File: src/rtl/assert_macros.svh
// assertion helper macros for the boost pressure controller
// used by the top level only; define ASSERT_OFF to compile them away
`ifndef ASSERT_MACROS_SVH
`define ASSERT_MACROS_SVH
`ifndef ASSERT_OFF
`define ASSERT_ALWAYS(label, clk, rst_n, expr, msg) \
	label: assert property (@(posedge clk) disable iff (!rst_n) (expr)) else $error(msg);
`define ASSERT_IMPL(label, clk, rst_n, ante, cons, msg) \
	label: assert property (@(posedge clk) disable iff (!rst_n) (ante) |-> (cons)) else $error(msg);
`else
`define ASSERT_ALWAYS(label, clk, rst_n, expr, msg)
`define ASSERT_IMPL(label, clk, rst_n, ante, cons, msg)
`endif
`endif

File: src/rtl/bppc_pkg.sv
// shared types and constants of the boost pressure pid controller
// no dependencies
package bppc_pkg;

	localparam int ATM_PRESSURE = 101325;
	localparam int HYSTERESIS   = 5000;
	localparam int DUTY_SCALE   = 100000;
	localparam int DUTY_LIMIT   = 100000000;
	localparam int GAIN_SCALE   = 1000;
	localparam int DUTY_MAX     = 999;

	localparam int PRES_W  = 19;
	localparam int DT_W    = 20;
	localparam int BOOST_W = 20;
	localparam int ERR_W   = 21;
	localparam int DERR_W  = 22;
	localparam int INTEG_W = 64;
	localparam int DUTY_W  = 10;
	localparam int GAIN_W  = 16;
	localparam int KSCL_W  = 26;
	localparam int OFFS_W  = 27;
	localparam int ACC_W   = 52;
	localparam int MUL_A_W = 33;
	localparam int MUL_B_W = 27;
	localparam int MUL_P_W = 60;
	localparam int DIVN_W  = 84;
	localparam int DIV_RB  = 4;
	localparam int CFG_W   = 19;
	localparam int IDX_W   = 3;

	localparam logic [49:0] ITERM_CAP = 50'h2_0000_0000_0000;

	localparam logic [IDX_W-1:0] REG_TARGET   = 3'd0;
	localparam logic [IDX_W-1:0] REG_ENERGISE = 3'd1;
	localparam logic [IDX_W-1:0] REG_PID_START = 3'd2;
	localparam logic [IDX_W-1:0] REG_PROP     = 3'd3;
	localparam logic [IDX_W-1:0] REG_INTEG    = 3'd4;
	localparam logic [IDX_W-1:0] REG_DERIV    = 3'd5;
	localparam logic [IDX_W-1:0] REG_CEILING  = 3'd6;
	localparam logic [IDX_W-1:0] REG_OFFSET   = 3'd7;

	typedef enum logic [3:0] {
		OP_IDLE,
		OP_EVAL,
		OP_MUL_LEAK_LO,
		OP_MUL_LEAK_HI,
		OP_DIV_LEAK,
		OP_WAIT,
		OP_LEAK,
		OP_ADD_EDT,
		OP_MUL_INT_LO,
		OP_MUL_INT_HI,
		OP_ITERM,
		OP_ACC_P,
		OP_ACC_D,
		OP_DIV_DUTY,
		OP_DUTY,
		OP_PUBLISH
	} dp_op_t;

	typedef struct packed {
		dp_op_t op;
		logic   load;
	} cmd_t;

	typedef struct packed {
		logic pid_branch;
		logic div_busy;
		logic duty_div;
	} status_t;

	typedef struct packed {
		logic [PRES_W-1:0] target;
		logic [PRES_W-1:0] energise;
		logic [PRES_W-1:0] pid_start;
		logic [GAIN_W-1:0] ki;
		logic [KSCL_W-1:0] kp_k;
		logic [KSCL_W-1:0] kd_k;
		logic [DUTY_W-1:0] ceiling;
		logic [OFFS_W-1:0] offset_k;
	} cfg_t;

	typedef struct packed {
		logic [DUTY_W-1:0]         duty;
		logic                      energised;
		logic                      regulating;
		logic signed [BOOST_W-1:0] boost;
		logic                      limit;
	} res_t;

endpackage

File: src/rtl/bppc_ctrl.sv
// controller state machine sequencing the datapath one sample at a time
// depends on bppc_pkg
module bppc_ctrl (
	input  logic               clk,
	input  logic               arst_n,
	input  logic               item_valid,
	input  logic               out_free,
	input  bppc_pkg::status_t  status,
	output logic               item_ready,
	output bppc_pkg::cmd_t     cmd
);

	typedef enum logic [4:0] {
		S_IDLE, S_EVAL, S_MLL, S_MLH, S_DIVL, S_WAITL, S_LEAK, S_ADDE,
		S_MIL, S_MIH, S_ITERM, S_ACCP, S_ACCD, S_DIVD, S_WAITD, S_DUTY, S_DONE
	} state_t;

	state_t state_q;

	always_ff @(posedge clk or negedge arst_n) begin
		if (!arst_n) begin
			state_q <= S_IDLE;
		end else begin
			unique case (state_q)
				S_IDLE:  if (item_valid) state_q <= S_EVAL;
				S_EVAL:  state_q <= status.pid_branch ? S_MLL : S_DONE;
				S_MLL:   state_q <= S_MLH;
				S_MLH:   state_q <= S_DIVL;
				S_DIVL:  state_q <= S_WAITL;
				S_WAITL: if (!status.div_busy) state_q <= S_LEAK;
				S_LEAK:  state_q <= S_ADDE;
				S_ADDE:  state_q <= S_MIL;
				S_MIL:   state_q <= S_MIH;
				S_MIH:   state_q <= S_ITERM;
				S_ITERM: state_q <= S_ACCP;
				S_ACCP:  state_q <= S_ACCD;
				S_ACCD:  state_q <= S_DIVD;
				S_DIVD:  state_q <= status.duty_div ? S_WAITD : S_DONE;
				S_WAITD: if (!status.div_busy) state_q <= S_DUTY;
				S_DUTY:  state_q <= S_DONE;
				S_DONE:  if (out_free) state_q <= S_IDLE;
				default: state_q <= S_IDLE;
			endcase
		end
	end

	always_comb begin
		cmd.load = (state_q == S_IDLE) && item_valid;
		unique case (state_q)
			S_IDLE:  cmd.op = bppc_pkg::OP_IDLE;
			S_EVAL:  cmd.op = bppc_pkg::OP_EVAL;
			S_MLL:   cmd.op = bppc_pkg::OP_MUL_LEAK_LO;
			S_MLH:   cmd.op = bppc_pkg::OP_MUL_LEAK_HI;
			S_DIVL:  cmd.op = bppc_pkg::OP_DIV_LEAK;
			S_WAITL: cmd.op = bppc_pkg::OP_WAIT;
			S_LEAK:  cmd.op = bppc_pkg::OP_LEAK;
			S_ADDE:  cmd.op = bppc_pkg::OP_ADD_EDT;
			S_MIL:   cmd.op = bppc_pkg::OP_MUL_INT_LO;
			S_MIH:   cmd.op = bppc_pkg::OP_MUL_INT_HI;
			S_ITERM: cmd.op = bppc_pkg::OP_ITERM;
			S_ACCP:  cmd.op = bppc_pkg::OP_ACC_P;
			S_ACCD:  cmd.op = bppc_pkg::OP_ACC_D;
			S_DIVD:  cmd.op = bppc_pkg::OP_DIV_DUTY;
			S_WAITD: cmd.op = bppc_pkg::OP_WAIT;
			S_DUTY:  cmd.op = bppc_pkg::OP_DUTY;
			S_DONE:  cmd.op = bppc_pkg::OP_PUBLISH;
			default: cmd.op = bppc_pkg::OP_IDLE;
		endcase
	end

	assign item_ready = (state_q == S_IDLE);

endmodule

File: config.mk
export PLATFORM = sky130hd
export DESIGN_NAME = bppc_ctrl
export DESIGN_NICKNAME = d
export VERILOG_FILES = /design/src/rtl/assert_macros.svh /design/src/rtl/bppc_pkg.sv /design/src/rtl/bppc_ctrl.sv
export SDC_FILE = /design/constraint.sdc
export NUM_CORES = 1
export LEC_CHECK = 0
export ABC_AREA = 1
export ABC_CLOCK_PERIOD_IN_PS = 2000
export CAP_MARGIN = 25
export CORE_MARGIN = 1
export CORE_UTILIZATION = 43
export DETAILED_ROUTE_END_ITERATION = 7
export DONT_BUFFER_PORTS = 1
export PLACE_DENSITY = 0.7
export SLEW_MARGIN = 10
export SYNTH_ARGS = -nofsm -noshare
export SYNTH_HDL_FRONTEND = slang
export SYNTH_SLANG_ARGS = --single-unit
export TNS_END_PERCENT = 5
File: constraint.sdc
create_clock -name clk -period 2 [get_ports clk]
set_input_delay 0.2 -clock clk [delete_from_list [all_inputs] [get_ports clk]]
set_output_delay 0.2 -clock clk [all_outputs]
set_load 0.05 [all_outputs]
After elaboration in Yosys (flattened, before gate mapping):

Memories as Yosys holds them, arrays and structs flattened.
Index checks and enable logic that the tools add are counted.

* reductions and logical operators: 3
* muxes and demuxes: 7
* equality and inequality tests: 20

Operators by type and width (number)
* one-hot mux 5 bit (17 select lines): 1
* equality test 5 x 4 -> 1 bit, second input constant: 8
* 2-to-1 mux 5 bit: 6
* equality test 5 x 3 -> 1 bit, second input constant: 4
* equality test 5 x 2 -> 1 bit, second input constant: 2
* != test 2 bit, second input constant: 4
* equality test 5 x 1 -> 1 bit, second input constant: 1
* equality test 5 bit, second input constant: 1
* logical NOT 5 bit: 1
* AND reduction 4 bit: 1
* logical AND 1 bit: 1

* register bits after elaboration: 5
* output and inout bits: 6
* memories kept: 1
* memory bits (read-only): 128
* bits of input ports: 7

Memories
* (name not given): depth 32, width 4, read ports 1, clocked after Yosys merged registers in 0, write ports 0, line bppc_ctrl.sv:49 `unique case (state_q)`

Longest topological paths before layout:

Gate-level depths: netlist of run 1.

* word-level depth: 3
* mapped depth: 11
* gate-level depth less buffers: 11

Least setup slack after synthesis of run 1:

No wires, ideal clock.

* path kind: flip-flop to output port
* from: register state_q[3]
* to: output port cmd[2] (netlist bit)
* cell stages (with the launch flop): 4
* arrival time: 2475 ps
* setup slack: -675 ps
* cell sequence: dfrtp_1 > nand2_2 > clkinv_2 > o311ai_0

RTL lines
* start, declared: line bppc_ctrl.sv:18 `state_t state_q;`
* start signal, assigned: line bppc_ctrl.sv:26 `S_EVAL: state_q <= status.pid_branch ? S_MLL : S_DONE;`
* start signal, assigned: line bppc_ctrl.sv:38 `S_DIVD: state_q <= status.duty_div ? S_WAITD : S_DONE;`
* end, declared: line bppc_ctrl.sv:10 `output bppc_pkg::cmd_t cmd`

==> parameters.txt, run 1 <==
Parameter                              Value

Run status
  Run status    finished with violations
  Failing checks    DRC

Synth
  Largest area contributor in the synthesized netlist    dfrtp_1
  Post-Syn Area    593 um^2
  Gate count of the mapped netlist    89
  Number of flops mapped to enable cells by yosys    0
  Mean area per synthesized cell    6.66 um^2
  Most frequent cell after synthesis    nand2_1
  Adder-cell area share of the yosys netlist    0.0844
  Yosys top cell area share    0.211
  Synth area leaders    dfrtp_1 21%, nand2_1 18%, ha_1 8.4%, inv_1 6.3%, o21ai_0 5.1%
  Nets in the synthesized netlist    100
  Synth Warn #    0
  Post-synth cell types    25
  Mux cell area share after synthesis    0
  Primary FF master, synth    dfrtp_1
  Combinational family with the most area after synthesis    simple AND/OR/NAND/NOR gates
  Share of the yosys chip area belonging to registers    0.211
  Synthesis-stage register bit count    5
  Synthesized-area fraction occupied by xor and xnor cells    0
  Fraction of synthesis flops using an asynchronous set or reset pin    1.00
  Leading post-synthesis cells by instance count    29 x nand2_1, 10 x inv_1, 6 x nor2_1, 6 x o21ai_0, 5 x dfrtp_1
  Fraction of the mapped netlist area in simple logic gates    0.454
  Compound-cell area share of the yosys netlist    0.112

Route
  Detailed Route Iter0 Violations    18
  DRC viols    2
  Detailed-routing iteration count for the pre-antenna-repair pass    6
  Routed vias    569
  Overall routed net length    1190 um
  Average wire per standard cell    10.7 um
  Antenna Violating Nets Remaining    0
  Routed via count divided by cell count    5.13

Worst setup path
  Kind of start point of the critical path    flop
  Startpoint of the most critical register-to-register path    state_q[1]$_DFFE_PN0P_
  Launch point of the worst path    state_q[1]$_DFFE_PN0P_
  FF-to-FF setup slack    480 ps
  Capturing instance or port of the critical path    cmd[4]
  Cell with the largest stage delay on the worst path    dfrtp_1
  Max Fanout on Critical Path    4
  Worst endpoint data arrival time    1670 ps
  Largest delay share family, worst path    simple AND/OR/NAND/NOR gates
  Worst Path Required    1800 ps
  Peak per-stage delay on the critical path    400 ps
  Cell-by-cell trace of the critical path    inv_1 > ha_1 > nand2_1 > inv_1 > nand2_1 > nand2_1
  Number of buffer and inverter stages on the critical path    2
  Number of gates on the worst path with buffers counted    6
  Worst Setup End Kind    output port
  Endpoint of the worst-slack reg-to-reg timing path    state_q[2]$_DFFE_PN0P_
  R2r worst-path depth    11
  Startpoint-to-endpoint class of the critical path    flop to output port
  Most frequent cell on the critical path    nand2_1

Die
  Core region area    0.00128 mm^2
  Top-Level Pins    13
  Vertical die dimension    39.1 um
  DIE AREA    0.00153 mm^2
  Die Span X    39.1 um
  Effective utilization at floorplan    0.462
  Row Count    13

STA
  Number of hold violations in the final report    0
  Worst slew pin tran    455 ps
  Final-report max-slew violation count    0
  Number of setup violations in the final report    0
  Worst slew margin relative to its limit    0.696
  Period utilisation layout    0.936
  RSZ-0062 raised after global routing    false
  Final critical-path setup slack    128 ps
  Peak clock frequency supported by timing    534 MHz
  Min cycle time layout    1870 ps
  Final Skew    6.40 ps
  Final setup TNS    0 ps

Cells and area
  Register bank with the most flops    state_q
  Nets    108
  Ratio of cells with drive above 1 in the final layout    0.250
  Final cell count without fillers    111
  Antenna Diode Count    0
  Largest registers    state_q: 5 flops
  Area growth from synthesis to final layout    12.0%
  Number of flip-flops in the largest register    5

CTS
  Clock Latency Late Sink    240 ps
  Count of hold buffers inserted by post-cts repair    1
  Cts repair resizes    0
  Max clock buf depth    2
  Total number of H-tree levels    1
  Post-CTS Setup Repair Bufs    0
  Buffer cell driving the clock tree root    clkbuf_4
  TritonCTS Sinks    5
  Worst-path clk slew    50 ps
  CTS tree    built
  Number of clock buffers inserted by TritonCTS    3

Global route
  Overall fraction of global-route tracks in use    0.191
  Via count of the first global-routing pass    472
  Pin count of the biggest net entering global routing    9
  Wire length of the first global-routing pass    1950 um
  Remaining global-route overflow    0
  Initial antenna violation count    0

Job
  Max-cap violations    0

Min path
  Path type of the worst min-delay path    input port to flop

Placement
  Half-perimeter wire length after placement    997 um
  Last weighted congestion value of the routability-driven placer    0.820
  Number of instances in the placed design    106
  Number of buffers added on ports    0
  Post-placement setup slack    400 ps
## area by class of cell
type / instances / area (um^2)
multi-input cells: 67 / 393
clock buffers: 3 / 22.5
inverters: 15 / 60.1
well taps: 15 / 18.8
fillers: 147 / 621
clock inverters: 1 / 5.00
flip-flops and latches: 5 / 125
repair buffers: 5 / 40.0
## cells by family after synthesis
group | after synthesis
compound gates | 11
fa+ha+maj | 4
flops | 5
buf+inv | 17
simple gates | 52
## cell usage in the layout (no fill, tap or decap)
master         Yosys  final
dlygate4sd3_1      0      1
o21ai_1            1      3
nand3b_2           1      1
nand3b_1           1      1
buf_4              0      4
nor2_4             1      1
nor2_1             6      6
clkinv_2           1      2
nor3_1             1      1
clkbuf_4           0      3
inv_1             10     10
dfrtp_1            5      5
inv_4              1      1
a21boi_0           1      1
ha_1               4      4
nor2_2             1      1
nor2_8             1      1
inv_2              3      3
o21ai_0            6      4
nand3_1            4      4
nand2_4            1      1
nand2_2            3      3
o211ai_1           2      2
nand2_1           29     29
o311ai_2           0      1
nand4_1            1      1
nand3_2            2      2
## how the worst min path moves through the flow
stage                          from                      to  slack [ps]  cells after the start
final                     status[1]  state_q[2]$_DFFE_PN0P_         100                      2
after detailed placement     arst_n  state_q[0]$_DFFE_PN0P_        -100                      0
after CTS                 status[1]  state_q[2]$_DFFE_PN0P_         100                      2
after global routing      status[1]  state_q[2]$_DFFE_PN0P_         110                      2
after floorplan              arst_n  state_q[0]$_DFFE_PN0P_        -100                      0
after global placement       arst_n  state_q[0]$_DFFE_PN0P_        -100                      0
## worst register-to-register path: stages, from the launching register on
cell and delay [ps]:
dfrtp_1 400, inv_1 120, ha_1 170, inv_1 90, nor2_8 140, nand2_1 70, nand2_1 90, nand2_2 70
nand2_4 100, inv_4 40, nand2_1 60, nand2_1 50
## stage by stage
step | hold WS, ps | utilization | area [um^2]
after floorplan | -95.6 | - | 601
after global placement | -95.5 | 0.488 | 627
after detailed placement | -95.5 | 0.488 | 627
after CTS | 102 | 0.517 | 664
after global routing | 109 | 0.517 | 664
final | 104 | 0.517 | 664
## per-layer routing
metal	wire length (um)	GRT usage	vias up
met1	574	0.263	251
met3	82	0.0694	0
met2	534	0.300	22
li1	-	-	296
met5	0	0	-
met4	0	0	0
Power of run 1 is left out: the tool's default activity adds up to more than one toggle a clock period on the data nets, which glitch-free logic cannot reach.
==> run 2: changes to the inputs <==
--- a/config.mk
+++ b/config.mk
@@ -5,14 +5,12 @@
 export SDC_FILE = /design/constraint.sdc
 export NUM_CORES = 1
 export LEC_CHECK = 0
-export ABC_AREA = 1
 export ABC_CLOCK_PERIOD_IN_PS = 2000
-export CAP_MARGIN = 25
-export CORE_MARGIN = 1
-export CORE_UTILIZATION = 43
+export CORE_AREA = 2 2 39 41
 export DETAILED_ROUTE_END_ITERATION = 7
+export DIE_AREA = 0 0 41 43
 export DONT_BUFFER_PORTS = 1
-export PLACE_DENSITY = 0.7
+export PLACE_DENSITY = 0.62
 export SLEW_MARGIN = 10
 export SYNTH_ARGS = -nofsm -noshare
 export SYNTH_HDL_FRONTEND = slang
==> parameters.txt, run 2 <==
Parameter                              Value

Min path
  Hold path endpoint    state_q[4]$_DFFE_PN0P_
  Worst Hold Depth    1
  HP Start    out_free
  Path type of the worst min-delay path    input port to flop

Synth
  Synthesis-stage register bit count    5
  Nets in the synthesized netlist    71
  Yosys top cell area share    0.260
  Share of the yosys chip area belonging to registers    0.260
  Number of flops mapped to enable cells by yosys    0
  Largest area contributor in the synthesized netlist    dfrtp_1
  Post-synth cell types    29
  Primary FF master, synth    dfrtp_1
  Fraction of synthesis flops using an asynchronous set or reset pin    1.00
  Most frequent cell after synthesis    nand2_1
  Synth Warn #    0
  Synth area leaders    dfrtp_1 26%, ha_1 10%, o21ai_0 5.2%, nand2_1 4.7%, o31ai_1 4.7%
  Gate count of the mapped netlist    60
  Leading post-synthesis cells by instance count    6 x nand2_1, 5 x dfrtp_1, 5 x o21ai_0, 4 x ha_1, 4 x inv_1
  Post-Syn Area    480 um^2
  Mean area per synthesized cell    8.01 um^2

Global route
  Wire length of the first global-routing pass    1880 um
  Remaining global-route overflow    0
  Overall fraction of global-route tracks in use    0.152
  Pin count of the biggest net entering global routing    12
  Via count of the first global-routing pass    446
  Initial antenna violation count    0

Cells and area
  Nets    85
  Antenna Diode Count    0
  Register bank with the most flops    state_q
  Final cell count without fillers    89
  Area growth from synthesis to final layout    31.5%
  Ratio of cells with drive above 1 in the final layout    0.301
  Number of flip-flops in the largest register    5
  Final instance area    632 um^2
  Largest registers    state_q: 5 flops
  Commonest non-fill, non-tap cells in the layout    9 x buf_4, 6 x nand2_1, 5 x dfrtp_1
  Most frequent standard cell in the layout excluding fill and tap cells    buf_4

STA
  Final critical-path setup slack    65.1 ps
  Peak clock frequency supported by timing    517 MHz
  Final Skew    0.736 ps
  RSZ-0062 raised after global routing    false
  Worst slew pin tran    380 ps
  Period utilisation layout    0.967
  Worst slew margin relative to its limit    0.744
  Final-report max-slew violation count    0
  Number of hold violations in the final report    0
  Number of setup violations in the final report    0
  Min cycle time layout    1930 ps

CTS
  Buffer cell driving the clock tree root    clkbuf_4
  Clock Latency Late Sink    240 ps
  Max clock buf depth    2
  Worst-path clk slew    50 ps
  Total number of H-tree levels    1
  Number of clock buffers inserted by TritonCTS    3
  TritonCTS Sinks    5
  CTS tree    built

Die
  Die Span X    41 um
  Vertical die dimension    43 um
  Effective utilization at floorplan    0.347
  Row Count    14
  Top-Level Pins    13
  DIE AREA    0.00176 mm^2
  Core region area    0.00138 mm^2

Worst setup path
  Worst endpoint data arrival time    2070 ps
  Worst Setup End Kind    flop
  R2r worst-path depth    6
  Cell with the largest stage delay on the worst path    dfrtp_1
  Cell-by-cell trace of the critical path    inv_1 > ha_1 > mux2_4 > a32o_2 > or3_4 > o32ai_1
  Startpoint-to-endpoint class of the critical path    flop to flop
  Max Fanout on Critical Path    6
  FF-to-FF setup slack    70 ps
  Kind of start point of the critical path    flop
  Worst Path Required    2130 ps
  Endpoint of the worst-slack reg-to-reg timing path    state_q[4]$_DFFE_PN0P_
  Peak per-stage delay on the critical path    400 ps
  Startpoint of the most critical register-to-register path    state_q[0]$_DFFE_PN0P_

Placement
  Half-perimeter wire length after placement    886 um
  Last weighted congestion value of the routability-driven placer    0.784
  Post-placement setup slack    81.5 ps
  Number of buffers added on ports    0
  Number of instances in the placed design    83
  Placed inst area    567 um^2

Route
  Antenna Violating Nets Remaining    0
  Average wire per standard cell    13.3 um
  Overall routed net length    1180 um
  Routed via count divided by cell count    5.48
  DRC viols    0
  Routed vias    488
  Detailed Route Iter0 Violations    11
  Detailed-routing iteration count for the pre-antenna-repair pass    4

Job
  Max-cap violations    0

Run status
  Run status    complete, no violations
-- run 2: layout make-up --
class                   count  area, um^2
flip-flops and latches      5         125
inverters                   4        15.0
well taps                  16        20.0
multi-input cells          48         345
clock buffers               4        26.3
fillers                   139         752
repair buffers             12         100
-- run 2: cell families (layout without fill, tap and decap cells) --
logic type	Yosys count	after routing	synth area share
AO/OA/AOI/OAI	19	19	0.260
adder cells (fa/ha/maj)	4	4	0.104
buffers and inverters	7	20	0.0599
flip-flops	5	5	0.260
multiplexers	3	3	0.0729
AND/OR/NAND/NOR	22	22	0.242
-- run 2: stage by stage --
step	utilization	setup TNS (ps)	hold WS, ps
detailed placement	0.410	0	-95.5
finish	0.457	0	74.8
global placement	0.410	0	-95.5
CTS	0.439	0	73.2
global route	0.457	0	61.7
floorplan	-	-143	-95.6
-- run 2: repair_timing --
item,in CTS,in global routing
resized for setup,1,4
hold buffers,1,0
setup endpoints to repair,4,5
pin swaps,0,0
setup buffers,0,1
endpoints found under the hold margin,5,0
-- run 2: worst max-delay path by stage --
stage	slack [ps]	from	depth (start not counted)	endpoint
global route	3	state_q[0]$_DFFE_PN0P_	6	state_q[4]$_DFFE_PN0P_
global placement	130	state_q[0]$_DFFE_PN0P_	6	state_q[4]$_DFFE_PN0P_
floorplan	-80	state_q[0]$_DFFE_PN0P_	4	cmd[2]
CTS	40	state_q[0]$_DFFE_PN0P_	6	cmd[1]
finish	70	state_q[0]$_DFFE_PN0P_	6	state_q[4]$_DFFE_PN0P_
detailed placement	80	state_q[0]$_DFFE_PN0P_	6	state_q[4]$_DFFE_PN0P_
-- run 2: worst max-delay path, delay by kind of cell, from the launching register on --
kind / cells / cell delay, ps
and+or+nand+nor: 1 / 390
buffers and inverters: 1 / 90
muxes: 1 / 270
DFF: 1 / 400
AOI/OAI and AO/OA: 2 / 440
adders and majority gates: 1 / 230
-- run 2: metal layers --
metal	GRT usage	wire length (um)
met1	0.217	535
met2	0.216	559
met3	0.0628	86
met4	0.0200	0
met5	0	0
Power of run 2 is left out for the same reason.
