<file path="config.mk">
export PLATFORM = sky130hd
export DESIGN_NAME = bppc_dp
export DESIGN_NICKNAME = d
export VERILOG_FILES = /design/src/rtl/assert_macros.svh /design/src/rtl/bppc_pkg.sv /design/src/rtl/bppc_div.sv /design/src/rtl/bppc_dp.sv
export SDC_FILE = /design/constraint.sdc
export NUM_CORES = 2
export LEC_CHECK = 0
export BUFFER_PORTS_ARGS = -buffer_cell sky130_fd_sc_hd__buf_2
export CORE_ASPECT_RATIO = 0.8
export CORE_MARGIN = 3
export CORE_UTILIZATION = 60
export CTS_BUF_LIST = sky130_fd_sc_hd__clkbuf_4 sky130_fd_sc_hd__clkbuf_8
export DETAILED_ROUTE_END_ITERATION = 10
export HOLD_SLACK_MARGIN = 0.02
export PLACE_DENSITY = 0.83
export SYNTH_ARGS = -nofsm -noshare
export SYNTH_HDL_FRONTEND = slang
export SYNTH_SLANG_ARGS = --single-unit
</file>
<file path="constraint.sdc">
create_clock -name clk -period 15.8 [get_ports clk]
set_input_delay 1.58 -clock clk [delete_from_list [all_inputs] [get_ports clk]]
set_output_delay 1.58 -clock clk [all_outputs]
set_load 0.03 [all_outputs]
</file>
<file path="src/rtl/assert_macros.svh">
// assertion helper macros for the boost pressure controller
// used by the top level only; define ASSERT_OFF to compile them away
`ifndef ASSERT_MACROS_SVH
`define ASSERT_MACROS_SVH
`ifndef ASSERT_OFF
`define ASSERT_ALWAYS(label, clk, rst_n, expr, msg) \
	label: assert property (@(posedge clk) disable iff (!rst_n) (expr)) else $error(msg);
`define ASSERT_IMPL(label, clk, rst_n, ante, cons, msg) \
	label: assert property (@(posedge clk) disable iff (!rst_n) (ante) |-> (cons)) else $error(msg);
`else
`define ASSERT_ALWAYS(label, clk, rst_n, expr, msg)
`define ASSERT_IMPL(label, clk, rst_n, ante, cons, msg)
`endif
`endif

</file>
<file path="src/rtl/bppc_pkg.sv">
// shared types and constants of the boost pressure pid controller
// no dependencies
package bppc_pkg;

	localparam int ATM_PRESSURE = 101325;
	localparam int HYSTERESIS   = 5000;
	localparam int DUTY_SCALE   = 100000;
	localparam int DUTY_LIMIT   = 100000000;
	localparam int GAIN_SCALE   = 1000;
	localparam int DUTY_MAX     = 999;

	localparam int PRES_W  = 19;
	localparam int DT_W    = 20;
	localparam int BOOST_W = 20;
	localparam int ERR_W   = 21;
	localparam int DERR_W  = 22;
	localparam int INTEG_W = 64;
	localparam int DUTY_W  = 10;
	localparam int GAIN_W  = 16;
	localparam int KSCL_W  = 26;
	localparam int OFFS_W  = 27;
	localparam int ACC_W   = 52;
	localparam int MUL_A_W = 33;
	localparam int MUL_B_W = 27;
	localparam int MUL_P_W = 60;
	localparam int DIVN_W  = 84;
	localparam int DIV_RB  = 4;
	localparam int CFG_W   = 19;
	localparam int IDX_W   = 3;

	localparam logic [49:0] ITERM_CAP = 50'h2_0000_0000_0000;

	localparam logic [IDX_W-1:0] REG_TARGET   = 3'd0;
	localparam logic [IDX_W-1:0] REG_ENERGISE = 3'd1;
	localparam logic [IDX_W-1:0] REG_PID_START = 3'd2;
	localparam logic [IDX_W-1:0] REG_PROP     = 3'd3;
	localparam logic [IDX_W-1:0] REG_INTEG    = 3'd4;
	localparam logic [IDX_W-1:0] REG_DERIV    = 3'd5;
	localparam logic [IDX_W-1:0] REG_CEILING  = 3'd6;
	localparam logic [IDX_W-1:0] REG_OFFSET   = 3'd7;

	typedef enum logic [3:0] {
		OP_IDLE,
		OP_EVAL,
		OP_MUL_LEAK_LO,
		OP_MUL_LEAK_HI,
		OP_DIV_LEAK,
		OP_WAIT,
		OP_LEAK,
		OP_ADD_EDT,
		OP_MUL_INT_LO,
		OP_MUL_INT_HI,
		OP_ITERM,
		OP_ACC_P,
		OP_ACC_D,
		OP_DIV_DUTY,
		OP_DUTY,
		OP_PUBLISH
	} dp_op_t;

	typedef struct packed {
		dp_op_t op;
		logic   load;
	} cmd_t;

	typedef struct packed {
		logic pid_branch;
		logic div_busy;
		logic duty_div;
	} status_t;

	typedef struct packed {
		logic [PRES_W-1:0] target;
		logic [PRES_W-1:0] energise;
		logic [PRES_W-1:0] pid_start;
		logic [GAIN_W-1:0] ki;
		logic [KSCL_W-1:0] kp_k;
		logic [KSCL_W-1:0] kd_k;
		logic [DUTY_W-1:0] ceiling;
		logic [OFFS_W-1:0] offset_k;
	} cfg_t;

	typedef struct packed {
		logic [DUTY_W-1:0]         duty;
		logic                      energised;
		logic                      regulating;
		logic signed [BOOST_W-1:0] boost;
		logic                      limit;
	} res_t;

endpackage

</file>
<file path="src/rtl/bppc_div.sv">
// radix-16 restoring divider, quotient bits shift in at the bottom
// depends on bppc_pkg
module bppc_div #(
	parameter int unsigned N  = 84,
	parameter int unsigned DW = 26
) (
	input  logic          clk,
	input  logic          arst_n,
	input  logic          start,
	input  logic [N-1:0]  dividend,
	input  logic [DW-1:0] divisor,
	output logic          busy,
	output logic [N-1:0]  quotient
);

	localparam int unsigned RB   = bppc_pkg::DIV_RB;
	localparam int unsigned ITER = N / RB;
	localparam int unsigned CW   = $clog2(ITER + 1);

	logic          busy_q;
	logic [CW-1:0] cnt_q;
	logic [DW-1:0] rem_q, rem_n, div_q;
	logic [N-1:0]  quo_q, quo_n;

	always_comb begin
		logic [DW:0] t;
		rem_n = rem_q;
		quo_n = quo_q;
		for (int i = 0; i < RB; i++) begin
			t = {rem_n, quo_n[N-1]};
			quo_n = {quo_n[N-2:0], 1'b0};
			if (t >= {1'b0, div_q}) begin
				t = t - {1'b0, div_q};
				quo_n[0] = 1'b1;
			end
			rem_n = t[DW-1:0];
		end
	end

	always_ff @(posedge clk or negedge arst_n) begin
		if (!arst_n) begin
			busy_q <= 1'b0;
			cnt_q  <= '0;
		end else if (start) begin
			busy_q <= 1'b1;
			cnt_q  <= CW'(ITER);
		end else if (busy_q) begin
			busy_q <= (cnt_q != CW'(1));
			cnt_q  <= cnt_q - CW'(1);
		end
	end

	always_ff @(posedge clk) begin
		if (start) begin
			rem_q <= '0;
			quo_q <= dividend;
			div_q <= divisor;
		end else if (busy_q) begin
			rem_q <= rem_n;
			quo_q <= quo_n;
		end
	end

	assign busy     = busy_q;
	assign quotient = quo_q;

endmodule

</file>
<file path="src/rtl/bppc_dp.sv">
// datapath: loop state, shared multiplier, accumulator and divider
// depends on bppc_pkg and bppc_div
module bppc_dp #(
	parameter int unsigned DIV_D     = 1000000,
	parameter int unsigned DIVISOR_W = 26
) (
	input  logic                              clk,
	input  logic                              arst_n,
	input  bppc_pkg::cmd_t                    cmd,
	input  bppc_pkg::cfg_t                    cfg,
	input  logic [bppc_pkg::PRES_W-1:0]       pressure_abs,
	input  logic [bppc_pkg::DT_W-1:0]         elapsed_us,
	output bppc_pkg::status_t                 status,
	output bppc_pkg::res_t                    res
);

	localparam int N = bppc_pkg::DIVN_W;

	logic [bppc_pkg::PRES_W-1:0]         pres_q;
	logic [bppc_pkg::DT_W-1:0]           dt_q;
	logic signed [bppc_pkg::BOOST_W-1:0] boost_q;
	logic signed [bppc_pkg::ERR_W-1:0]   e_q, last_q;
	logic                                on_q, run_q, regl_q, lim_q;
	logic signed [bppc_pkg::INTEG_W-1:0] integ_q;
	logic signed [bppc_pkg::MUL_P_W-1:0] prod_q;
	logic [51:0]                         part_q;
	logic signed [bppc_pkg::ACC_W-1:0]   acc_q;
	logic [bppc_pkg::DUTY_W-1:0]         duty_q;

	logic signed [bppc_pkg::ERR_W-1:0]   boost_w, e_c;
	logic signed [21:0]                  b22, on_thr, off_thr;
	logic                                new_on, pid_c, lim_c;
	logic signed [bppc_pkg::DERR_W-1:0]  de_c;
	logic [62:0]                         integ_mag;
	logic [63:0]                         integ_neg;
	logic signed [bppc_pkg::MUL_A_W-1:0] mul_a;
	logic signed [bppc_pkg::MUL_B_W-1:0] mul_b;
	logic                                div_start, div_busy, duty_div;
	logic [N-1:0]                        div_num, quot;
	logic [DIVISOR_W-1:0]                div_den;
	logic [N:0]                          diff, absd;
	logic                                q_gt, leak_neg;
	logic [62:0]                         magn;
	logic signed [63:0]                  leak_c, sadd_c;
	logic signed [64:0]                  ssum, edt;
	logic [64:0]                         pr;
	logic                                icap;
	logic [49:0]                         pc;
	logic signed [bppc_pkg::ACC_W-1:0]   iterm;
	logic [bppc_pkg::DUTY_W-1:0]         qd;

	// boost, hysteresis and branch choice
	assign boost_w = $signed({2'b00, pres_q}) - $signed(21'(bppc_pkg::ATM_PRESSURE));
	assign b22     = {boost_w[20], boost_w};
	assign on_thr  = $signed({3'b000, cfg.energise});
	assign off_thr = on_thr - $signed(22'(bppc_pkg::HYSTERESIS));
	assign new_on  = on_q ? !(b22 < off_thr) : (b22 > on_thr);
	assign pid_c   = new_on && (b22 >= $signed({3'b000, cfg.pid_start}));
	assign e_c     = boost_w - $signed({2'b00, cfg.target});
	assign lim_c   = boost_w >= $signed({2'b00, cfg.target});
	assign de_c    = {e_q[20], e_q} - {last_q[20], last_q};

	assign integ_neg = -integ_q;
	assign integ_mag = integ_q[63] ? integ_neg[62:0] : integ_q[62:0];

	always_comb begin
		mul_a = '0;
		mul_b = '0;
		unique case (cmd.op)
			bppc_pkg::OP_MUL_LEAK_LO: begin
				mul_a = {1'b0, integ_mag[31:0]};
				mul_b = {7'b0, dt_q};
			end
			bppc_pkg::OP_MUL_LEAK_HI: begin
				mul_a = {2'b0, integ_mag[62:32]};
				mul_b = {7'b0, dt_q};
			end
			bppc_pkg::OP_LEAK: begin
				mul_a = {{12{e_q[20]}}, e_q};
				mul_b = {7'b0, dt_q};
			end
			bppc_pkg::OP_MUL_INT_LO: begin
				mul_a = {9'b0, integ_mag[23:0]};
				mul_b = {11'b0, cfg.ki};
			end
			bppc_pkg::OP_MUL_INT_HI: begin
				mul_a = {8'b0, integ_mag[48:24]};
				mul_b = {11'b0, cfg.ki};
			end
			bppc_pkg::OP_ITERM: begin
				mul_a = {{12{e_q[20]}}, e_q};
				mul_b = {1'b0, cfg.kp_k};
			end
			bppc_pkg::OP_ACC_P: begin
				mul_a = {{11{de_c[21]}}, de_c};
				mul_b = {1'b0, cfg.kd_k};
			end
			default: ;
		endcase
	end

	// leak: integrator minus integrator*dt/window, sign flips when the leak overshoots
	assign diff     = {1'b0, quot} - {{(N + 1 - 63){1'b0}}, integ_mag};
	assign absd     = diff[N] ? -diff : diff;
	assign q_gt     = !diff[N] && (diff != '0);
	assign magn     = (|absd[N:63]) ? {63{1'b1}} : absd[62:0];
	assign leak_neg = integ_q[63] ^ q_gt;
	assign leak_c   = leak_neg ? -$signed({1'b0, magn}) : $signed({1'b0, magn});

	// saturating add of e*dt, symmetric limits so the most negative code never appears
	assign edt    = {{24{prod_q[40]}}, prod_q[40:0]};
	assign ssum   = {integ_q[63], integ_q} + edt;
	assign sadd_c = (!ssum[64] && ssum[63]) ? {1'b0, {63{1'b1}}} :
	                (ssum[64] && (!ssum[63] || (ssum[62:0] == '0))) ?
	                {1'b1, {62{1'b0}}, 1'b1} : ssum[63:0];

	// integral term with its magnitude cap
	assign pr    = {prod_q[40:0], 24'b0} + {25'b0, part_q[39:0]};
	assign icap  = ((|integ_mag[62:49]) && (cfg.ki != '0)) || (pr > {15'b0, bppc_pkg::ITERM_CAP});
	assign pc    = icap ? bppc_pkg::ITERM_CAP : pr[49:0];
	assign iterm = integ_q[63] ? -$signed({2'b0, pc}) : $signed({2'b0, pc});

	assign duty_div = !acc_q[51] && (acc_q[50:0] < 51'(bppc_pkg::DUTY_LIMIT));
	assign qd       = quot[bppc_pkg::DUTY_W-1:0];

	assign div_start = (cmd.op == bppc_pkg::OP_DIV_LEAK) ||
	                   ((cmd.op == bppc_pkg::OP_DIV_DUTY) && duty_div);
	assign div_num   = (cmd.op == bppc_pkg::OP_DIV_LEAK) ?
	                   ({1'b0, prod_q[50:0], 32'b0} + {32'b0, part_q}) :
	                   {{(N - 27){1'b0}}, acc_q[26:0]};
	assign div_den   = (cmd.op == bppc_pkg::OP_DIV_LEAK) ? DIVISOR_W'(DIV_D) :
	                   DIVISOR_W'(bppc_pkg::DUTY_SCALE);

	bppc_div #(
		.N  (N),
		.DW (DIVISOR_W)
	) u_div (
		.clk      (clk),
		.arst_n   (arst_n),
		.start    (div_start),
		.dividend (div_num),
		.divisor  (div_den),
		.busy     (div_busy),
		.quotient (quot)
	);

	always_ff @(posedge clk or negedge arst_n) begin
		if (!arst_n) begin
			on_q    <= 1'b0;
			run_q   <= 1'b0;
			last_q  <= '0;
			integ_q <= '0;
		end else begin
			unique case (cmd.op)
				bppc_pkg::OP_EVAL: begin
					on_q <= new_on;
					if (pid_c) begin
						run_q <= 1'b1;
						if (!run_q) begin
							last_q  <= '0;
							integ_q <= '0;
						end
					end else begin
						run_q <= 1'b0;
					end
				end
				bppc_pkg::OP_LEAK:     integ_q <= leak_c;
				bppc_pkg::OP_ADD_EDT:  integ_q <= sadd_c;
				bppc_pkg::OP_DIV_DUTY: last_q  <= e_q;
				default: ;
			endcase
		end
	end

	always_ff @(posedge clk) begin
		prod_q <= mul_a * mul_b;
		if (cmd.load) begin
			pres_q <= pressure_abs;
			dt_q   <= elapsed_us;
		end
		unique case (cmd.op)
			bppc_pkg::OP_EVAL: begin
				boost_q <= boost_w[bppc_pkg::BOOST_W-1:0];
				e_q     <= e_c;
				lim_q   <= lim_c;
				regl_q  <= pid_c;
				// first regulating step sees no elapsed time
				if (pid_c && !run_q)
					dt_q <= '0;
				if (!pid_c)
					duty_q <= new_on ? cfg.ceiling : '0;
			end
			bppc_pkg::OP_MUL_LEAK_HI: part_q <= prod_q[51:0];
			bppc_pkg::OP_MUL_INT_HI:  part_q <= {12'b0, prod_q[39:0]};
			bppc_pkg::OP_ITERM: acc_q <= iterm + $signed({25'b0, cfg.offset_k});
			bppc_pkg::OP_ACC_P: acc_q <= acc_q + prod_q[bppc_pkg::ACC_W-1:0];
			bppc_pkg::OP_ACC_D: acc_q <= acc_q + prod_q[bppc_pkg::ACC_W-1:0];
			bppc_pkg::OP_DIV_DUTY: begin
				if (acc_q[51])
					duty_q <= '0;
				else if (!duty_div)
					duty_q <= cfg.ceiling;
			end
			bppc_pkg::OP_DUTY: duty_q <= (qd > cfg.ceiling) ? cfg.ceiling : qd;
			default: ;
		endcase
	end

	assign status.pid_branch = pid_c;
	assign status.div_busy   = div_busy;
	assign status.duty_div   = duty_div;

	assign res.duty       = duty_q;
	assign res.energised  = on_q;
	assign res.regulating = regl_q;
	assign res.boost      = boost_q;
	assign res.limit      = lim_q;

endmodule

</file>
### Word level (Yosys, flattened, before mapping)

Cells that the tools add are included.

| word-level totals | value |
|---|---|
| register bits | 477 |
| input bits | 208 |
| output and inout bits | 36 |
| word-level logic and storage cells | 149 |

| cells by class | value |
|---|---|
| $add $sub $neg | 19 |
| $mul | 1 |
| $lt $le $gt $ge | 11 |
| eq/ne operators | 18 |
| muxes and demuxes | 45 |
| bitwise gates (word level) | 1 |
| reductions and logical operators | 35 |

Operators with widths:

| cell | count |
|---|---|
| 64-bit 2-to-1 mux | 5 |
| 84-bit 2-to-1 mux | 3 |
| 52-bit one-hot mux with 2 select lines | 2 |
| 33-bit one-hot mux with 6 select lines | 1 |
| 64-bit one-hot mux with 3 select lines | 1 |
| 63-bit 2-to-1 mux | 2 |
| 27-bit by 26-bit >= comparator with 1-bit output | 4 |
| 26-bit 2-to-1 mux | 4 |
| 26-bit one-hot mux with 4 select lines | 1 |
| 26-bit subtractor | 4 |
| 85-bit 2-to-1 mux | 1 |
| 85-bit negator | 1 |
| 85-bit nonzero test | 1 |
| 84-bit by 63-bit subtractor with 85-bit output | 1 |
| 83-bit by 52-bit adder with 84-bit output | 1 |
| 20-bit 2-to-1 mux | 4 |
| 64-bit by 41-bit adder with 65-bit output | 1 |
| 65-bit by 40-bit adder with 65-bit output | 1 |
| 65-bit by 50-bit greater-than comparator with 1-bit output, second input constant | 1 |
| 63-bit negator with 64-bit output | 1 |
| 63-bit zero test | 1 |
| 63-bit negator | 1 |
| 52-bit by 28-bit adder with 52-bit output | 1 |
| 52-bit adder | 1 |
| other kinds (39) | 86 |

### Longest topological paths before layout

| logic depth | value |
|---|---|
| word-level depth | 10 |
| mapped depth | 53 |
| mapped depth without buffers | 52 |

### Modules after synthesis

A second synthesis with hierarchy kept.

| unflattened totals | value |
|---|---|
| cells, all modules | 9964 |
| area total of the unflattened synthesis | 81389.3 um^2 |

By module, submodules not included:

| module | times used | cells an instance | area each (um^2) | sequential area each (um^2) |
|---|---|---|---|---|
| bppc_dp | 1 | 8749 | 69658.1 | 8903.5 |
| bppc_div | 1 | 1215 | 11731.3 | 3973.8 |

### Worst setup path after synthesis

Ideal clock, no wire load.

| path | value |
|---|---|
| path kind | reg-to-reg |
| start point | reg integ_q[63] in the netlist's numbering |
| end point | reg integ_q[46] in the netlist's numbering |
| data arrival time | 10.939 ns |
| data required time | 15.675 ns |
| setup slack | 4.736 ns |
| stages on the path, launching flop included | 44 |
| path buffers | 12 |
| period minus slack after synthesis | 11.064 ns |
| cells stage by stage | dfrtp_1 > buf_1 > clkbuf_1 > clkbuf_1 > clkbuf_1 > clkbuf_1 > clkbuf_1 > clkbuf_1 > clkbuf_1 > o41ai_1 > xor2_1 > ha_1 > clkbuf_1 > nand3_1 > or2_2 > clkbuf_1 > a211o_1 > a2111oi_0 > [... 8 more ...] > xnor2_1 > and3_1 > clkbuf_1 > clkbuf_1 > and2_1 > ha_1 > or3b_2 > nor4_1 > a221oi_1 > a2111oi_2 > and3_4 > nand2_4 > nor2_8 > or4b_4 > o41ai_2 > xnor2_1 > o22ai_1 > mux2_2 |

| on the way | value |
|---|---|
| longest elaborated chain between the ends | 9 |
| elaborated cells between the ends (all ways) | 21 |
| classes of those cells | 4 x add/sub; 7 x mux; 1 x bitwise; 9 x reduce/logical |

Ends and longest elaborated chain:

| what | RTL line | source |
|---|---|---|
| from (decl) | bppc_dp.sv:24 | `logic signed [bppc_pkg::INTEG_W-1:0] integ_q;` |
| from (signal assigned) | bppc_dp.sv:167 | `bppc_pkg::OP_LEAK: integ_q <= leak_c;` |
| 63-bit 2-to-1 mux | bppc_dp.sv:64 | `assign integ_mag = integ_q[63] ? integ_neg[62:0] : integ_q[62:0];` |
| 84-bit by 63-bit subtractor with 85-bit output | bppc_dp.sv:103 | `assign diff = {1'b0, quot} - {{(N + 1 - 63){1'b0}}, integ_mag};` |
| 85-bit negator | bppc_dp.sv:104 | `assign absd = diff[N] ? -diff : diff;` |
| 85-bit 2-to-1 mux | bppc_dp.sv:104 |  |
| 22-bit OR reduction | bppc_dp.sv:106 | `assign magn = (\|absd[N:63]) ? {63{1'b1}} : absd[62:0];` |
| 63-bit 2-to-1 mux | bppc_dp.sv:106 |  |
| 63-bit negator with 64-bit output | bppc_dp.sv:108 | `assign leak_c = leak_neg ? -$signed({1'b0, magn}) : $signed({1'b0, magn});` |
| 64-bit 2-to-1 mux | bppc_dp.sv:108 |  |
| 64-bit one-hot mux with 3 select lines (*) | bppc_dp.sv:154 | `unique case (cmd.op)` |

Every way passes the cells marked *; elsewhere a longest branch is shown, timed or not.
A chain may end at the register's enable or synchronous reset.

### Final worst setup path

| path | value |
|---|---|
| start point | reg integ_q[6] in the netlist's numbering |
| end point | reg integ_q[54] in the netlist's numbering |

| on the way | value |
|---|---|
| longest elaborated chain between the ends | 10 |
| elaborated cells between the ends (all ways) | 23 |
| classes of those cells | 5 x add/sub; 7 x mux; 1 x bitwise; 10 x reduce/logical |

Ends and longest elaborated chain:

| what | RTL line | source |
|---|---|---|
| 63-bit negator | bppc_dp.sv:63 | `assign integ_neg = -integ_q;` |
| 63-bit 2-to-1 mux | bppc_dp.sv:64 |  |
| 84-bit by 63-bit subtractor with 85-bit output | bppc_dp.sv:103 |  |
| 85-bit negator | bppc_dp.sv:104 |  |
| 85-bit 2-to-1 mux | bppc_dp.sv:104 |  |
| 22-bit OR reduction | bppc_dp.sv:106 |  |
| 63-bit 2-to-1 mux | bppc_dp.sv:106 |  |
| 63-bit negator with 64-bit output | bppc_dp.sv:108 |  |
| 64-bit 2-to-1 mux | bppc_dp.sv:108 |  |
| 64-bit one-hot mux with 3 select lines (*) | bppc_dp.sv:154 |  |

Marked as above.

==> out/qor.yml <==
criticalPathCategory: "reg2reg"
path_depth: 36
skew_ns: 0.08474
combPwrFrac_pct: 81.4
multi_input_area_sq_um: 58180
die_w_um: 404.7
setup.worst_path.start: "integ_q[6]$_DFFE_PN0P_"
power_switching_mw: 11.29
synth.area.mux_share_pct: 1.440
r2r_setup_slack_ns: 2.34
async_flop_share_pct: 20.53
ys.flop_type: "edfxtp_1"
grt_pass1_vias: 70020
violations: "capacitance limit"
insertion_delay_ns: 0.86
gr-usage-met1_pct: 58.79
p_leak_nw: 37.44
worstSetupEndpoint: "integ_q[54]$_DFFE_PN0P_"
r2r_start: "integ_q[6]$_DFFE_PN0P_"
grt_pass1_wl_um: 427600
slowest_stage: "nor4_2"
syn_nets: 10880
wire_per_inst_um: 25.59
p_sw_share_pct: 58.77
rr_worst_depth: 36
gp_congestion: 1.080
p_per_area_nw_per_um2: 235.4
synthAdderAreaFrac_pct: 29.93
power_mw: 19.21
die-area_sq_um: 131500
routed_wirelength_um: 286700
worstReg2RegEnd: "integ_q[54]$_DFFE_PN0P_"
htree_levels: 3
clkTransAtPathRegs_ns: 0.06
cts-resized-gates: 0
synthDominantCellAreaShare_pct: 21.17
worst_ep_arrival_time_ns: 14.14
setup_viol: 0
finalCritPeriodShare_pct: 85.21
slowest_delay_ns: 1.13
yosys-top-cells-area: "fa_1, edfxtp_1, ha_1"
drt.antenna.violating_nets: 0
critical_path.top_delay_family: "simple AND/OR/NAND/NOR gates"
fin_ws_ns: 2.337
start_util_pct: 60.71
end_kind: "register"
coreArea_sq_um: 125700
synth_top_family_by_area: "adder cells"
grt_overflow: 0
yosysTopAreaCell: "fa_1"
ioPinCount: 244
slew_viol_final: 0
via_per_inst: 6.602
clock.fmax_mhz: 74.28
grt_util_met3_pct: 20.72
synth.most_common_cell: "inv_1"
drc: 0
first_pass_iters: 7
cts-root-buf: "clkbuf_8"
hold_viol_final: 0
synth_simple_gate_area_share_pct: 19.43
syn-instance-count: 9336
final_util_pct: 64.93
cts_tree: "done"
postCtsSetupBuffers: 0
cap_viol_max_count: 1
rsz0062_at_grt: "false"
startpoint_type: "register"
busiest_layer: "met1"
clock_sinks: 453
yosys-top-cells-count: "inv_1, nand2_1, nor2_1, fa_1, ha_1"
antenna_found_initial: 31
dp_hpwl_um: 229000
drive_gt1_share_pct: 8.058
num_vias: 73970
worst-path-buf-inv: 1
critPathMaxFanout: 10
crit_top_cell: "nor4_1"
grt_start_max_net_pins: 100
area_delta_synth_final_pct: 6.954
peakVddDrop_mv: 0.2852
hp-class: "reg2reg"
met2_usage_pct: 57.12
first_iter_violations: 10420
tightest_slew_ns: 1.481
layout.nets: 10990
synth-xor-area-share_pct: 7.535
synth_cell_type_count: 133
synth_compound_area_share_pct: 17.46
finalSetupTns_ns: 0
synth_area_sq_um: 76300
seq_area_sq_um: 12160
relSlewSlack_pct: 0.2181
final.fill_count: 10630
avgSynthCellArea_sq_um: 8.173
cp_data_required_time_ns: 16.47
period_needed_ns: 13.46
synth_edf_count: 262
yosysSeqAreaShare_pct: 15.93
clockBufferDepth: 3
seqPwrFrac_pct: 12.0
place_ws_ns: 3.334
grt_use_total_pct: 42.73
hold_buffers: 0
ys_warn_count: 0
cts-buffers-inserted: 83
status: "complete, but fails checks"
ys_ff_latch: 453
die_h_um: 325.0
clockPowerShare_pct: 6.6
io_buffers: 243
row_count: 116
internal_power_mw: 7.919
worst min-delay path by stage:
stage	to	cells after the start	start	slack, ns
6_report	dt_q[4]$_DFF_P_	2	dt_q[4]$_DFF_P_	0.50
5_1_grt	last_q[11]$_DFFE_PN0P_	1	last_q[11]$_DFFE_PN0P_	0.52
4_1_cts	dt_q[17]$_DFF_P_	2	dt_q[17]$_DFF_P_	0.50
3_5_place_dp	last_q[2]$_DFFE_PN0P_	1	last_q[2]$_DFFE_PN0P_	0.48
3_3_place_gp	last_q[0]$_DFFE_PN0P_	2	last_q[0]$_DFFE_PN0P_	0.47
2_1_floorplan	last_q[0]$_DFFE_PN0P_	2	last_q[0]$_DFFE_PN0P_	0.45
worst min-delay path, stage by stage, from the launching register on:
cell	delay (ns)
dfxtp_1	0.32
mux2i_1	0.06
nor2_1	0.08
stage by stage:
step	std cells	hold slack (ns)	area, sq um
after CTS	11170	0.5000	81530
after detailed placement	11020	0.4818	79750
after floorplan	9336	0.4538	76300
after global placement	11020	0.4706	79750
final	11200	0.5007	81610
after global routing	11180	0.5152	81550
area by class of cell:
class / count / share of cell area [%]
repair buffers: 427 / 3.183
flip-flops and latches: 453 / 14.90
well taps: 1652 / 2.533
multi-input cells: 7220 / 71.28
clock inverters: 35 / 0.3465
diodes: 34 / 0.1043
inverters: 1265 / 5.818
clock buffers: 118 / 1.829
logic make-up (layout without fill, tap and decap cells):
| group | count (synthesis) | count (layout) |
|---|---|---|
| simple gates | 3137 | 3137 |
| compound gates | 1989 | 1989 |
| buf+inv | 1663 | 1845 |
| fa+ha+maj | 1343 | 1343 |
| xor+xnor | 643 | 643 |
| flops | 453 | 453 |
| mux | 108 | 108 |
| other cells | 0 | 34 |
power groups by stage:
stage / Combinational, mW / Clock, mW / Sequential [mW]
2_1_floorplan: 10.9 / 0 / 2.00
5_1_grt: 16.8 / 1.33 / 2.32
6_report: 15.6 / 1.28 / 2.30
3_3_place_gp: 14.7 / 0 / 2.28
4_1_cts: 15.0 / 1.27 / 2.26
3_5_place_dp: 14.9 / 0 / 2.28
flip-flops by register name (all words and copies together) (netlist names), 2 cells and up:
register / count
acc_q: 52
boost_q: 20
dt_q: 20
duty_q: 10
e_q: 21
integ_q: 64
last_q: 21
part_q: 52
pres_q: 19
prod_q: 52
u_div.cnt_q: 5
u_div.div_q: 2
u_div.quotient: 84
u_div.rem_q: 26
cells in the final DEF (no fill, tap or decap), types with 70 or more instances in the layout:
master    instances
dfrtp_1          91
o21ai_0         374
inv_1          1263
buf_4           184
a21o_1          176
nor2b_1          74
ha_1            524
a211oi_1         71
edfxtp_1        262
nand2_1        1137
xor2_1          219
o21a_1           70
nand4_1         101
dfxtp_1          98
fa_1            807
and2_1          119
mux2i_1          94
buf_2           243
nor2_1          833
a31oi_1          71
nor3_1          166
nor4_1           95
nand3_1         151
clkbuf_8         97
a21oi_1         505
xnor2_1         412
per-layer routing:
metal	part of all wire, %	vias up
met5	0.19	-
met4	4.6	27
met1	39	35590
met2	39	5414
met3	17	898
li1	-	32040
No activity file was read; power rests on OpenSTA's default activity.
